--- src/sv/board_overlay_pixel_generator_core_defines.svh ---
// Assertion macros shared by the board overlay pixel generator RTL.
// Expects signals clk and rst_n in the scope where a macro is used.
`ifndef BOARD_OVERLAY_PIXEL_GENERATOR_CORE_DEFINES_SVH
`define BOARD_OVERLAY_PIXEL_GENERATOR_CORE_DEFINES_SVH

// Same-cycle implication, checked out of reset.
`define BOPG_ASSERT_NOW(lbl, ante, cons, msg) \
    lbl: assert property (@(posedge clk) disable iff (!rst_n) (ante) |-> (cons)) \
        else $error(msg);

// Next-cycle implication, checked out of reset.
`define BOPG_ASSERT_NEXT(lbl, ante, cons, msg) \
    lbl: assert property (@(posedge clk) disable iff (!rst_n) (ante) |=> (cons)) \
        else $error(msg);

`endif

--- src/sv/bopg_pkg.sv ---
// Shared types and constants for the board overlay pixel generator.
// No dependencies; used by bopg_tables and the top level.
package bopg_pkg;

    localparam int CELL_PITCH_DEF  = 14;
    localparam int BOARD_CELLS_DEF = 256;

    // Request kinds carried on the input tuser
    typedef enum logic [2:0] {
        OP_COL_WR   = 3'd0,
        OP_ROW_WR   = 3'd1,
        OP_SHAPE_WR = 3'd2,
        OP_BOARD_WR = 3'd3,
        OP_PIXEL    = 3'd4
    } op_t;

    // Table write strobe bundle from the front end to the table block
    typedef struct packed {
        logic       col_we;
        logic       row_we;
        logic       shape_we;
        logic       board_we;
        logic [7:0] addr;
        logic [3:0] data;
    } tbl_wr_t;

endpackage

--- src/sv/board_overlay_pixel_generator_core.sv ---
// Board overlay pixel generator: request decode, cell math, color pipeline.
// Depends on bopg_pkg, bopg_tables and the assertion macro header.
//
// Usage:
//   Input stream s_axis_*: tuser carries the request kind (column, row or
//   shape table write, board RAM write, pixel); tdata carries address,
//   write data and the pixel source position. Table writes take effect the
//   cycle they are accepted and give no output.
//   Output stream m_axis_*: one request per pixel with the palette index and
//   the destination screen position.
//   cfg_we/cfg_wdata set the display enable; write it only while idle.
// Pipeline: the column and row tables are read as a pixel is accepted, then
//   the shape table and board RAM are read, and then the color select is
//   registered into the output register.
// Throughput: one request per cycle while m_axis is not stalled, set by the
//   synchronous reads of the table RAMs that form the pipeline stages.
// Reset: board cells read as zero (per-cell valid bits), display off, the
//   pipeline empties. Shape tables hold garbage until written.
// Stall: while m_axis holds an untaken pixel, the whole pipeline freezes and
//   s_axis_tready drops; it rises again in the cycle the output is taken.
`include "board_overlay_pixel_generator_core_defines.svh"

module board_overlay_pixel_generator_core #(
    parameter int CELL_PITCH  = bopg_pkg::CELL_PITCH_DEF,
    parameter int BOARD_CELLS = bopg_pkg::BOARD_CELLS_DEF
) (
    input  logic        clk,
    input  logic        rst_n,
    input  logic        s_axis_tvalid,
    output logic        s_axis_tready,
    input  logic [31:0] s_axis_tdata,   // address, write_data, pixel_x, pixel_y
    input  logic [2:0]  s_axis_tuser,   // op
    output logic        m_axis_tvalid,
    input  logic        m_axis_tready,
    output logic [23:0] m_axis_tdata,   // color_index, screen_x, screen_y
    input  logic        cfg_we,
    input  logic        cfg_wdata
);

    localparam int DIV_RECIP = (65536 + CELL_PITCH - 1) / CELL_PITCH;
    localparam logic [7:0] ORIGIN_X = 8'd253;
    localparam logic [7:0] ORIGIN_Y = 8'd245;
    localparam logic [8:0] SCREEN_X_OFS = 9'd262;
    localparam logic [8:0] SCREEN_Y_OFS = 9'd254;
    localparam logic [5:0] COL_BLACK  = 6'h20;
    localparam logic [5:0] COL_BOARD  = 6'h21;
    localparam logic [5:0] COL_WHITE  = 6'h22;
    localparam logic [5:0] COL_BRIGHT = 6'h2f;

    bopg_pkg::op_t     op;
    bopg_pkg::tbl_wr_t wr;
    logic [7:0] address;
    logic [7:0] write_data;
    logic [7:0] pixel_x;
    logic [7:0] pixel_y;

    logic adv;
    logic acc;

    logic       en_reg;
    logic       p1_v_reg, p1_v_next;
    logic       p2_v_reg, p2_v_next;
    logic       out_v_reg, out_v_next;
    logic [7:0] p1_cell_reg;
    logic [8:0] p1_sx_reg, p1_sy_reg;
    logic [8:0] p2_sx_reg, p2_sy_reg;
    logic [5:0] out_color_reg, out_color_next;
    logic [8:0] out_sx_reg, out_sy_reg;

    logic [7:0] dx, dy, qx, qy, cell_idx;
    logic [7:0] shape_addr;
    logic [3:0] col_q, row_q, shape_q, board_q;
    logic       color_ok;

    function automatic logic [7:0] pitch_div(input logic [7:0] d);
        logic [24:0] prod;
        prod = 25'(d) * 25'(DIV_RECIP);
        return prod[23:16];
    endfunction

    function automatic logic [5:0] pixel_color(input logic en, input logic [3:0] shape,
                                               input logic [3:0] cell_bits);
        logic [5:0] c;
        c = COL_BLACK;
        if (shape[0])
            c = COL_BOARD;
        if (shape[1])
            c = COL_BLACK;
        if (shape[2])
        begin
            if (cell_bits[0])
                c = COL_BRIGHT;
            else if (cell_bits[1])
                c = COL_WHITE;
        end
        if (shape[3])
        begin
            if (cell_bits[2])
                c = COL_BRIGHT;
            else if (cell_bits[3])
                c = COL_WHITE;
        end
        if (!en)
            c = COL_BLACK;
        return c;
    endfunction

    assign op         = bopg_pkg::op_t'(s_axis_tuser);
    assign address    = s_axis_tdata[7:0];
    assign write_data = s_axis_tdata[15:8];
    assign pixel_x    = s_axis_tdata[23:16];
    assign pixel_y    = s_axis_tdata[31:24];

    assign adv           = !out_v_reg || m_axis_tready;
    assign acc           = s_axis_tvalid && adv;
    assign s_axis_tready = adv;

    always_comb
    begin
        wr          = '0;
        wr.addr     = address;
        wr.data     = write_data[3:0];
        if (acc)
        begin
            case (op)
                bopg_pkg::OP_COL_WR:   wr.col_we   = 1'b1;
                bopg_pkg::OP_ROW_WR:   wr.row_we   = 1'b1;
                bopg_pkg::OP_SHAPE_WR: wr.shape_we = 1'b1;
                bopg_pkg::OP_BOARD_WR: wr.board_we = 1'b1;
                default:               wr.addr     = address;
            endcase
        end
    end

    // Board cell under the pixel; coordinates at or past the origin clamp to 0
    assign dx = (pixel_x >= ORIGIN_X) ? 8'd0 : 8'(ORIGIN_X - pixel_x);
    assign dy = (pixel_y >= ORIGIN_Y) ? 8'd0 : 8'(ORIGIN_Y - pixel_y);
    assign qx = pitch_div(dx);
    assign qy = pitch_div(dy);
    assign cell_idx = qx | {qy[3:0], 4'h0};

    assign shape_addr = {4'h0, col_q} + {row_q, 4'h0};

    bopg_tables #(
        .BOARD_CELLS(BOARD_CELLS)
    ) u_tables (
        .clk       (clk),
        .rst_n     (rst_n),
        .wr        (wr),
        .rd_en     (adv),
        .col_addr  (pixel_x),
        .row_addr  (pixel_y),
        .shape_addr(shape_addr),
        .board_addr(p1_cell_reg),
        .col_q     (col_q),
        .row_q     (row_q),
        .shape_q   (shape_q),
        .board_q   (board_q)
    );

    always_comb
    begin
        p1_v_next      = p1_v_reg;
        p2_v_next      = p2_v_reg;
        out_v_next     = out_v_reg;
        out_color_next = pixel_color(en_reg, shape_q, board_q);
        if (adv)
        begin
            p1_v_next  = acc && (op == bopg_pkg::OP_PIXEL);
            p2_v_next  = p1_v_reg;
            out_v_next = p2_v_reg;
        end
    end

    always_ff @(posedge clk or negedge rst_n)
    begin
        if (!rst_n)
        begin
            en_reg    <= 1'b0;
            p1_v_reg  <= 1'b0;
            p2_v_reg  <= 1'b0;
            out_v_reg <= 1'b0;
        end
        else
        begin
            if (cfg_we)
                en_reg <= cfg_wdata;
            p1_v_reg  <= p1_v_next;
            p2_v_reg  <= p2_v_next;
            out_v_reg <= out_v_next;
        end
    end

    always_ff @(posedge clk)
    begin
        if (adv)
        begin
            p1_cell_reg   <= cell_idx;
            p1_sx_reg     <= SCREEN_X_OFS - {1'b0, pixel_x};
            p1_sy_reg     <= SCREEN_Y_OFS - {1'b0, pixel_y};
            p2_sx_reg     <= p1_sx_reg;
            p2_sy_reg     <= p1_sy_reg;
            out_color_reg <= out_color_next;
            out_sx_reg    <= p2_sx_reg;
            out_sy_reg    <= p2_sy_reg;
        end
    end

    assign m_axis_tvalid = out_v_reg;
    assign m_axis_tdata  = {out_sy_reg, out_sx_reg, out_color_reg};

    assign color_ok = (m_axis_tdata[5:0] == COL_BLACK) || (m_axis_tdata[5:0] == COL_BOARD) ||
                      (m_axis_tdata[5:0] == COL_WHITE) || (m_axis_tdata[5:0] == COL_BRIGHT);

    `BOPG_ASSERT_NOW(a_color_legal, m_axis_tvalid, color_ok, "illegal color index")
    `BOPG_ASSERT_NEXT(a_display_off, adv && p2_v_reg && !en_reg, m_axis_tdata[5:0] == COL_BLACK, "display off but color not black")
    `BOPG_ASSERT_NEXT(a_no_result_for_write, acc && (op != bopg_pkg::OP_PIXEL), !p1_v_reg, "write request entered pixel pipe")
    `BOPG_ASSERT_NEXT(a_freeze_on_stall, !adv, $stable(p1_v_reg) && $stable(p2_v_reg), "pipeline moved while stalled")

endmodule

--- src/sv/bopg_tables.sv ---
// Shape tables and board RAM of the board overlay pixel generator.
// Depends on bopg_pkg (tbl_wr_t). Reads are registered.
module bopg_tables #(
    parameter int BOARD_CELLS = bopg_pkg::BOARD_CELLS_DEF
) (
    input  logic              clk,
    input  logic              rst_n,
    input  bopg_pkg::tbl_wr_t wr,
    input  logic              rd_en,
    input  logic [7:0]        col_addr,
    input  logic [7:0]        row_addr,
    input  logic [7:0]        shape_addr,
    input  logic [7:0]        board_addr,
    output logic [3:0]        col_q,
    output logic [3:0]        row_q,
    output logic [3:0]        shape_q,
    output logic [3:0]        board_q
);

    localparam int CELL_AW   = $clog2(BOARD_CELLS);
    localparam int MOD_RECIP = (65536 + BOARD_CELLS - 1) / BOARD_CELLS;

    logic [3:0] col_mem   [256];
    logic [3:0] row_mem   [256];
    logic [3:0] shape_mem [256];
    logic [3:0] board_mem [BOARD_CELLS];

    logic [BOARD_CELLS-1:0] vld_reg;
    logic                   board_hit_reg;
    logic [3:0]             col_q_reg;
    logic [3:0]             row_q_reg;
    logic [3:0]             shape_q_reg;
    logic [3:0]             board_rd_reg;

    logic [CELL_AW-1:0] brd_wr_idx;
    logic [CELL_AW-1:0] brd_rd_idx;

    // v mod BOARD_CELLS by reciprocal; exact for 8-bit v
    function automatic logic [CELL_AW-1:0] cell_mod(input logic [7:0] v);
        logic [24:0] prod;
        logic [7:0]  q;
        logic [15:0] r;
        prod = 25'(v) * 25'(MOD_RECIP);
        q    = prod[23:16];
        r    = 16'(v) - 16'(q) * 16'(BOARD_CELLS);
        return r[CELL_AW-1:0];
    endfunction

    assign brd_wr_idx = cell_mod(wr.addr);
    assign brd_rd_idx = cell_mod(board_addr);

    // Read-before-write: a later write never leaks into an earlier read
    always_ff @(posedge clk)
    begin
        if (rd_en)
        begin
            col_q_reg    <= col_mem[col_addr];
            row_q_reg    <= row_mem[row_addr];
            shape_q_reg  <= shape_mem[shape_addr];
            board_rd_reg <= board_mem[brd_rd_idx];
        end
        if (wr.col_we)
            col_mem[wr.addr] <= wr.data;
        if (wr.row_we)
            row_mem[wr.addr] <= wr.data;
        if (wr.shape_we)
            shape_mem[wr.addr] <= wr.data;
        if (wr.board_we)
            board_mem[brd_wr_idx] <= wr.data;
    end

    // Per-cell valid bits stand in for the zeroed board after reset
    always_ff @(posedge clk or negedge rst_n)
    begin
        if (!rst_n)
        begin
            vld_reg       <= '0;
            board_hit_reg <= 1'b0;
        end
        else
        begin
            if (rd_en)
                board_hit_reg <= vld_reg[brd_rd_idx];
            if (wr.board_we)
                vld_reg[brd_wr_idx] <= 1'b1;
        end
    end

    assign col_q   = col_q_reg;
    assign row_q   = row_q_reg;
    assign shape_q = shape_q_reg;
    assign board_q = board_hit_reg ? board_rd_reg : 4'h0;

endmodule
--- config.mk ---
export PLATFORM = sky130hd
export DESIGN_NAME = board_overlay_pixel_generator_core
export DESIGN_NICKNAME = d
export VERILOG_FILES = /design/src/sv/bopg_pkg.sv /design/src/sv/board_overlay_pixel_generator_core.sv /design/src/sv/bopg_tables.sv
export VERILOG_INCLUDE_DIRS = /design/src /design/src/sv
export SDC_FILE = /design/constraint.sdc
export NUM_CORES = 2
export LEC_CHECK = 0
export BUFFER_PORTS_ARGS = -buffer_cell sky130_fd_sc_hd__buf_2
export CAP_MARGIN = 25
export CORE_AREA = 2 2 845 847
export CTS_CLUSTER_SIZE = 16
export DETAILED_ROUTE_END_ITERATION = 8
export DIE_AREA = 0 0 847 849
export SLEW_MARGIN = 20
export SYNTH_ARGS = -nofsm -noshare
export SYNTH_HDL_FRONTEND = slang
export SYNTH_HIERARCHICAL = 1
export SYNTH_SLANG_ARGS = --single-unit
--- constraint.sdc ---
create_clock -name clk -period 5 [get_ports clk]
set_clock_uncertainty 0.1 [all_clocks]
set_input_delay 0.5 -clock clk [delete_from_list [all_inputs] [get_ports clk]]
set_output_delay 0.5 -clock clk [all_outputs]
set_load 0.01 [all_outputs]
==> impl_metrics.json <==
{
  "nets": 9170,
  "htree_num_levels": 5,
  "cts_made_buffers": 407,
  "setup_slack_ns": 0.494,
  "hold_path_end": "u_tables/col_mem[116][3]$_DFFE_PP_",
  "grt_start_max_net_pins": 166,
  "report.final.slew_viol_count": 0,
  "ff2ff_path_depth": 7,
  "dieArea_um2": 719000,
  "rows": 310,
  "placed_cells": 18100,
  "status": "completed",
  "p_leak_uw": 0.0683,
  "drv_cap": 0,
  "synth.distinct_cells": 71,
  "wirelength_mm": 443,
  "overflow": 0,
  "grt_setup_unrepaired": "no",
  "syn_inst": 8915,
  "slew_headroom_pct": 22.7,
  "syn_to_final_growth_pct": 15.6,
  "cts_sinks": 4438,
  "vias": 88600,
  "synthFlopType": "edfxtp_1",
  "track_usage_pct": 11.9,
  "min_from": "s_axis_tvalid",
  "dp_hpwl_mm": 256,
  "syn_area_per_cell_um2": 19.9,
  "whs_path_depth": 4,
  "io_pins": 67,
  "fmax_ghz": 0.222,
  "synth.cell_area_um2": 177000,
  "powerDensity_nw_per_um2": 417,
  "layout-drive-gt1-share_pct": 25.7,
  "critPathCaptureType": "flop",
  "start_util_pct": 24.9,
  "via_per_inst": 4.68,
  "hold_viol_final": 0,
  "r2r_slack_ns": 0.99,
  "clk_pin_slew_ns": 0.06,
  "clockBufferDepth": 4,
  "drt_iter0_drc": 10300,
  "route.detailed.drc": 0,
  "fin_setup_tns_ns": 0,
  "finalPower_uw": 85300,
  "synth_top_cell_by_area": "edfxtp_1",
  "min_period_over_period_pct": 90.1,
  "path_class": "input pin to flop",
  "r2r-start": "u_tables/col_q[1]$_DFFE_PP_",
  "cts_tree": "done",
  "fin_cells": 18900,
  "tightest_slew_ns": 1.16,
  "grt_antenna_before_repair": 43,
  "dr.pass1.iters": 6,
  "fillCellCount": 69100,
  "insertion_delay_ns": 1.02,
  "root_buffer": "clkbuf_16",
  "fp.dieW_um": 847,
  "finalCriticalPeriod_ns": 4.51,
  "ys_warn_count": 6,
  "antenna_left": 0,
  "grt_first_pass_wirelength_mm": 646,
  "r2r-end": "u_tables/shape_q[2]$_DFFE_PP_",
  "critPathMaxFanout": 6,
  "synth-edff-count": 4177,
  "holdCritPathClass": "input pin to flop",
  "grt_pass1_vias": 91100,
  "drt-wirelength-per-cell_um": 23.4,
  "gp_congestion": 0.780,
  "ys_seq_area_share_pct": 74.5,
  "portBuffers": 60,
  "synth-seq-cells": 4438,
  "synth_area_leaders": "edfxtp_1, mux4_2, dfrtp_1, and3_1, a22oi_1",
  "peakVddDrop_uv": 364,
  "post-place-ws_ns": 0.0476,
  "syn_nets": 9059,
  "async_flop_share_pct": 5.88,
  "startpoint_type": "input pin",
  "core-area_um2": 710000,
  "synth_top_area_share_pct": 70.8,
  "worstPathRequired_ns": 5.65,
  "cts_setup_buffers": 0,
  "worstPathArrival_ns": 5.16,
  "finalSetupViolCount": 0,
  "die_h_um": 849
}
cell type report:
cell class	instances	area, um2	area share (%)
antenna	35	87.6	0.0428
clock buffer	483	10700	5.23
clock inverter	275	3290	1.61
inverter	51	196	0.0959
multi-input combinational	3726	42200	20.6
sequential	4438	132000	64.4
tap	9516	11900	5.81
timing repair buffer	402	4370	2.14
cell usage in the layout (no fill, tap or decap), drive strengths merged, types with 9 or more instances in the layout:
| cell | n |
|---|---|
| edfxtp | 4177 |
| mux4 | 1075 |
| and3 | 1026 |
| a22oi | 518 |
| clkbuf | 483 |
| buf | 371 |
| a21oi | 269 |
| or2 | 262 |
| dfrtp | 261 |
| clkinv | 173 |
| ha | 89 |
| nor4 | 69 |
| inv | 67 |
| nor2 | 64 |
| bufinv | 58 |
| nor3 | 43 |
| nand2 | 41 |
| mux2i | 36 |
| diode | 35 |
| dlygate4sd3 | 31 |
| clkinvlp | 28 |
| nand2b | 26 |
| o22ai | 24 |
| xnor2 | 19 |
| or3 | 17 |
| nand3 | 15 |
| fa | 14 |
| o21ai | 14 |
| o221ai | 10 |
| and2 | 9 |
| nor2b | 9 |
kinds of logic (layout without fill, tap and decap cells):
| group | after synthesis | count (layout) | synth area share (%) |
|---|---|---|---|
| xor+xnor | 26 | 26 | 0.129 |
| simple gates | 1603 | 1603 | 5.49 |
| fa+ha+maj | 103 | 103 | 0.787 |
| buf+inv | 751 | 1211 | 1.87 |
| flops | 4438 | 4438 | 74.5 |
| other cells | 2 | 37 | 0.00424 |
| mux | 1117 | 1117 | 13.9 |
| compound gates | 875 | 875 | 3.33 |
per-layer routing:
metal / track usage (%) / part of all wire, % / vias to the layer above
met5: 0 / 0.011 / -
li1: - / - / 37200
met4: 3.43 / 2.9 / 6
met1: 16.0 / 40 / 47200
met3: 1.86 / 7.6 / 579
met2: 19.8 / 49 / 3613
worst max-delay path: stages:
cell	delay, ns
dlygate4sd3_1	0.57
buf_8	0.13
ha_1	0.17
o21ai_0	0.12
buf_4	0.16
o21a_1	0.16
nor3_1	0.26
ha_1	0.22
inv_1	0.05
fa_1	0.48
inv_1	0.05
fa_1	0.46
ha_1	0.30
ha_1	0.30
and4b_1	0.20
o211ai_1	0.13
a31oi_1	0.13
nor3_1	0.19
xor2_1	0.29
buf_12	0.19
o211ai_1	0.10
Yosys cell counts, types with 11 or more instances:
| cell | n |
|---|---|
| o21ai_0 | 11 |
| a21oi_1 | 269 |
| nor2_1 | 64 |
| inv_1 | 48 |
| dfrtp_1 | 261 |
| fa_1 | 14 |
| and3_1 | 1026 |
| clkbuf_1 | 493 |
| a22oi_1 | 518 |
| buf_6 | 30 |
| buf_1 | 51 |
| ha_1 | 89 |
| nand2b_1 | 26 |
| or2_2 | 262 |
| xnor2_1 | 19 |
| o22ai_1 | 24 |
| nor4_1 | 69 |
| nand3_1 | 14 |
| or3_1 | 16 |
| nand2_1 | 41 |
| buf_2 | 82 |
| mux4_2 | 1075 |
| buf_4 | 43 |
| mux2i_1 | 36 |
| edfxtp_1 | 4177 |
| nor3_1 | 43 |
worst max path at each step:
stage	to	cells past startpoint	start	slack [ns]
4_1_cts	p1_cell_reg[4]$_DFFE_PN_	21	s_axis_tdata[25]	0.55
2_1_floorplan	p1_cell_reg[4]$_DFFE_PN_	17	s_axis_tdata[25]	0.62
3_5_place_dp	p1_cell_reg[4]$_DFFE_PN_	20	s_axis_tdata[26]	0.05
6_report	p1_cell_reg[4]$_DFFE_PN_	21	s_axis_tdata[25]	0.49
5_1_grt	p1_cell_reg[4]$_DFFE_PN_	21	s_axis_tdata[25]	0.35
3_3_place_gp	p1_cell_reg[4]$_DFFE_PN_	19	s_axis_tdata[26]	-0.05
stage by stage:
| stage | cell area [um2] | hold slack [ns] | util, % |
|---|---|---|---|
| 2_1_floorplan | 177000 | 0.104 | - |
| 3_5_place_dp | 190000 | 0.305 | 26.8 |
| 5_1_grt | 205000 | 0.132 | 28.8 |
| 6_report | 205000 | 0.137 | 28.8 |
| 3_3_place_gp | 190000 | 0.304 | 26.8 |
| 4_1_cts | 205000 | 0.0529 | 28.8 |
power by group:
part / switching [uW] / total (uW) / internal [uW]
clock: 14100 / 32500 / 18500
combinational: 6790 / 11700 / 4870
sequential: 268 / 41100 / 40800
repair_timing:
item,in CTS,in global routing
gates resized for setup,0,0
hold buffers,31,0
endpoints found under the hold margin,345,0
Power figures use the tool's default switching activity.
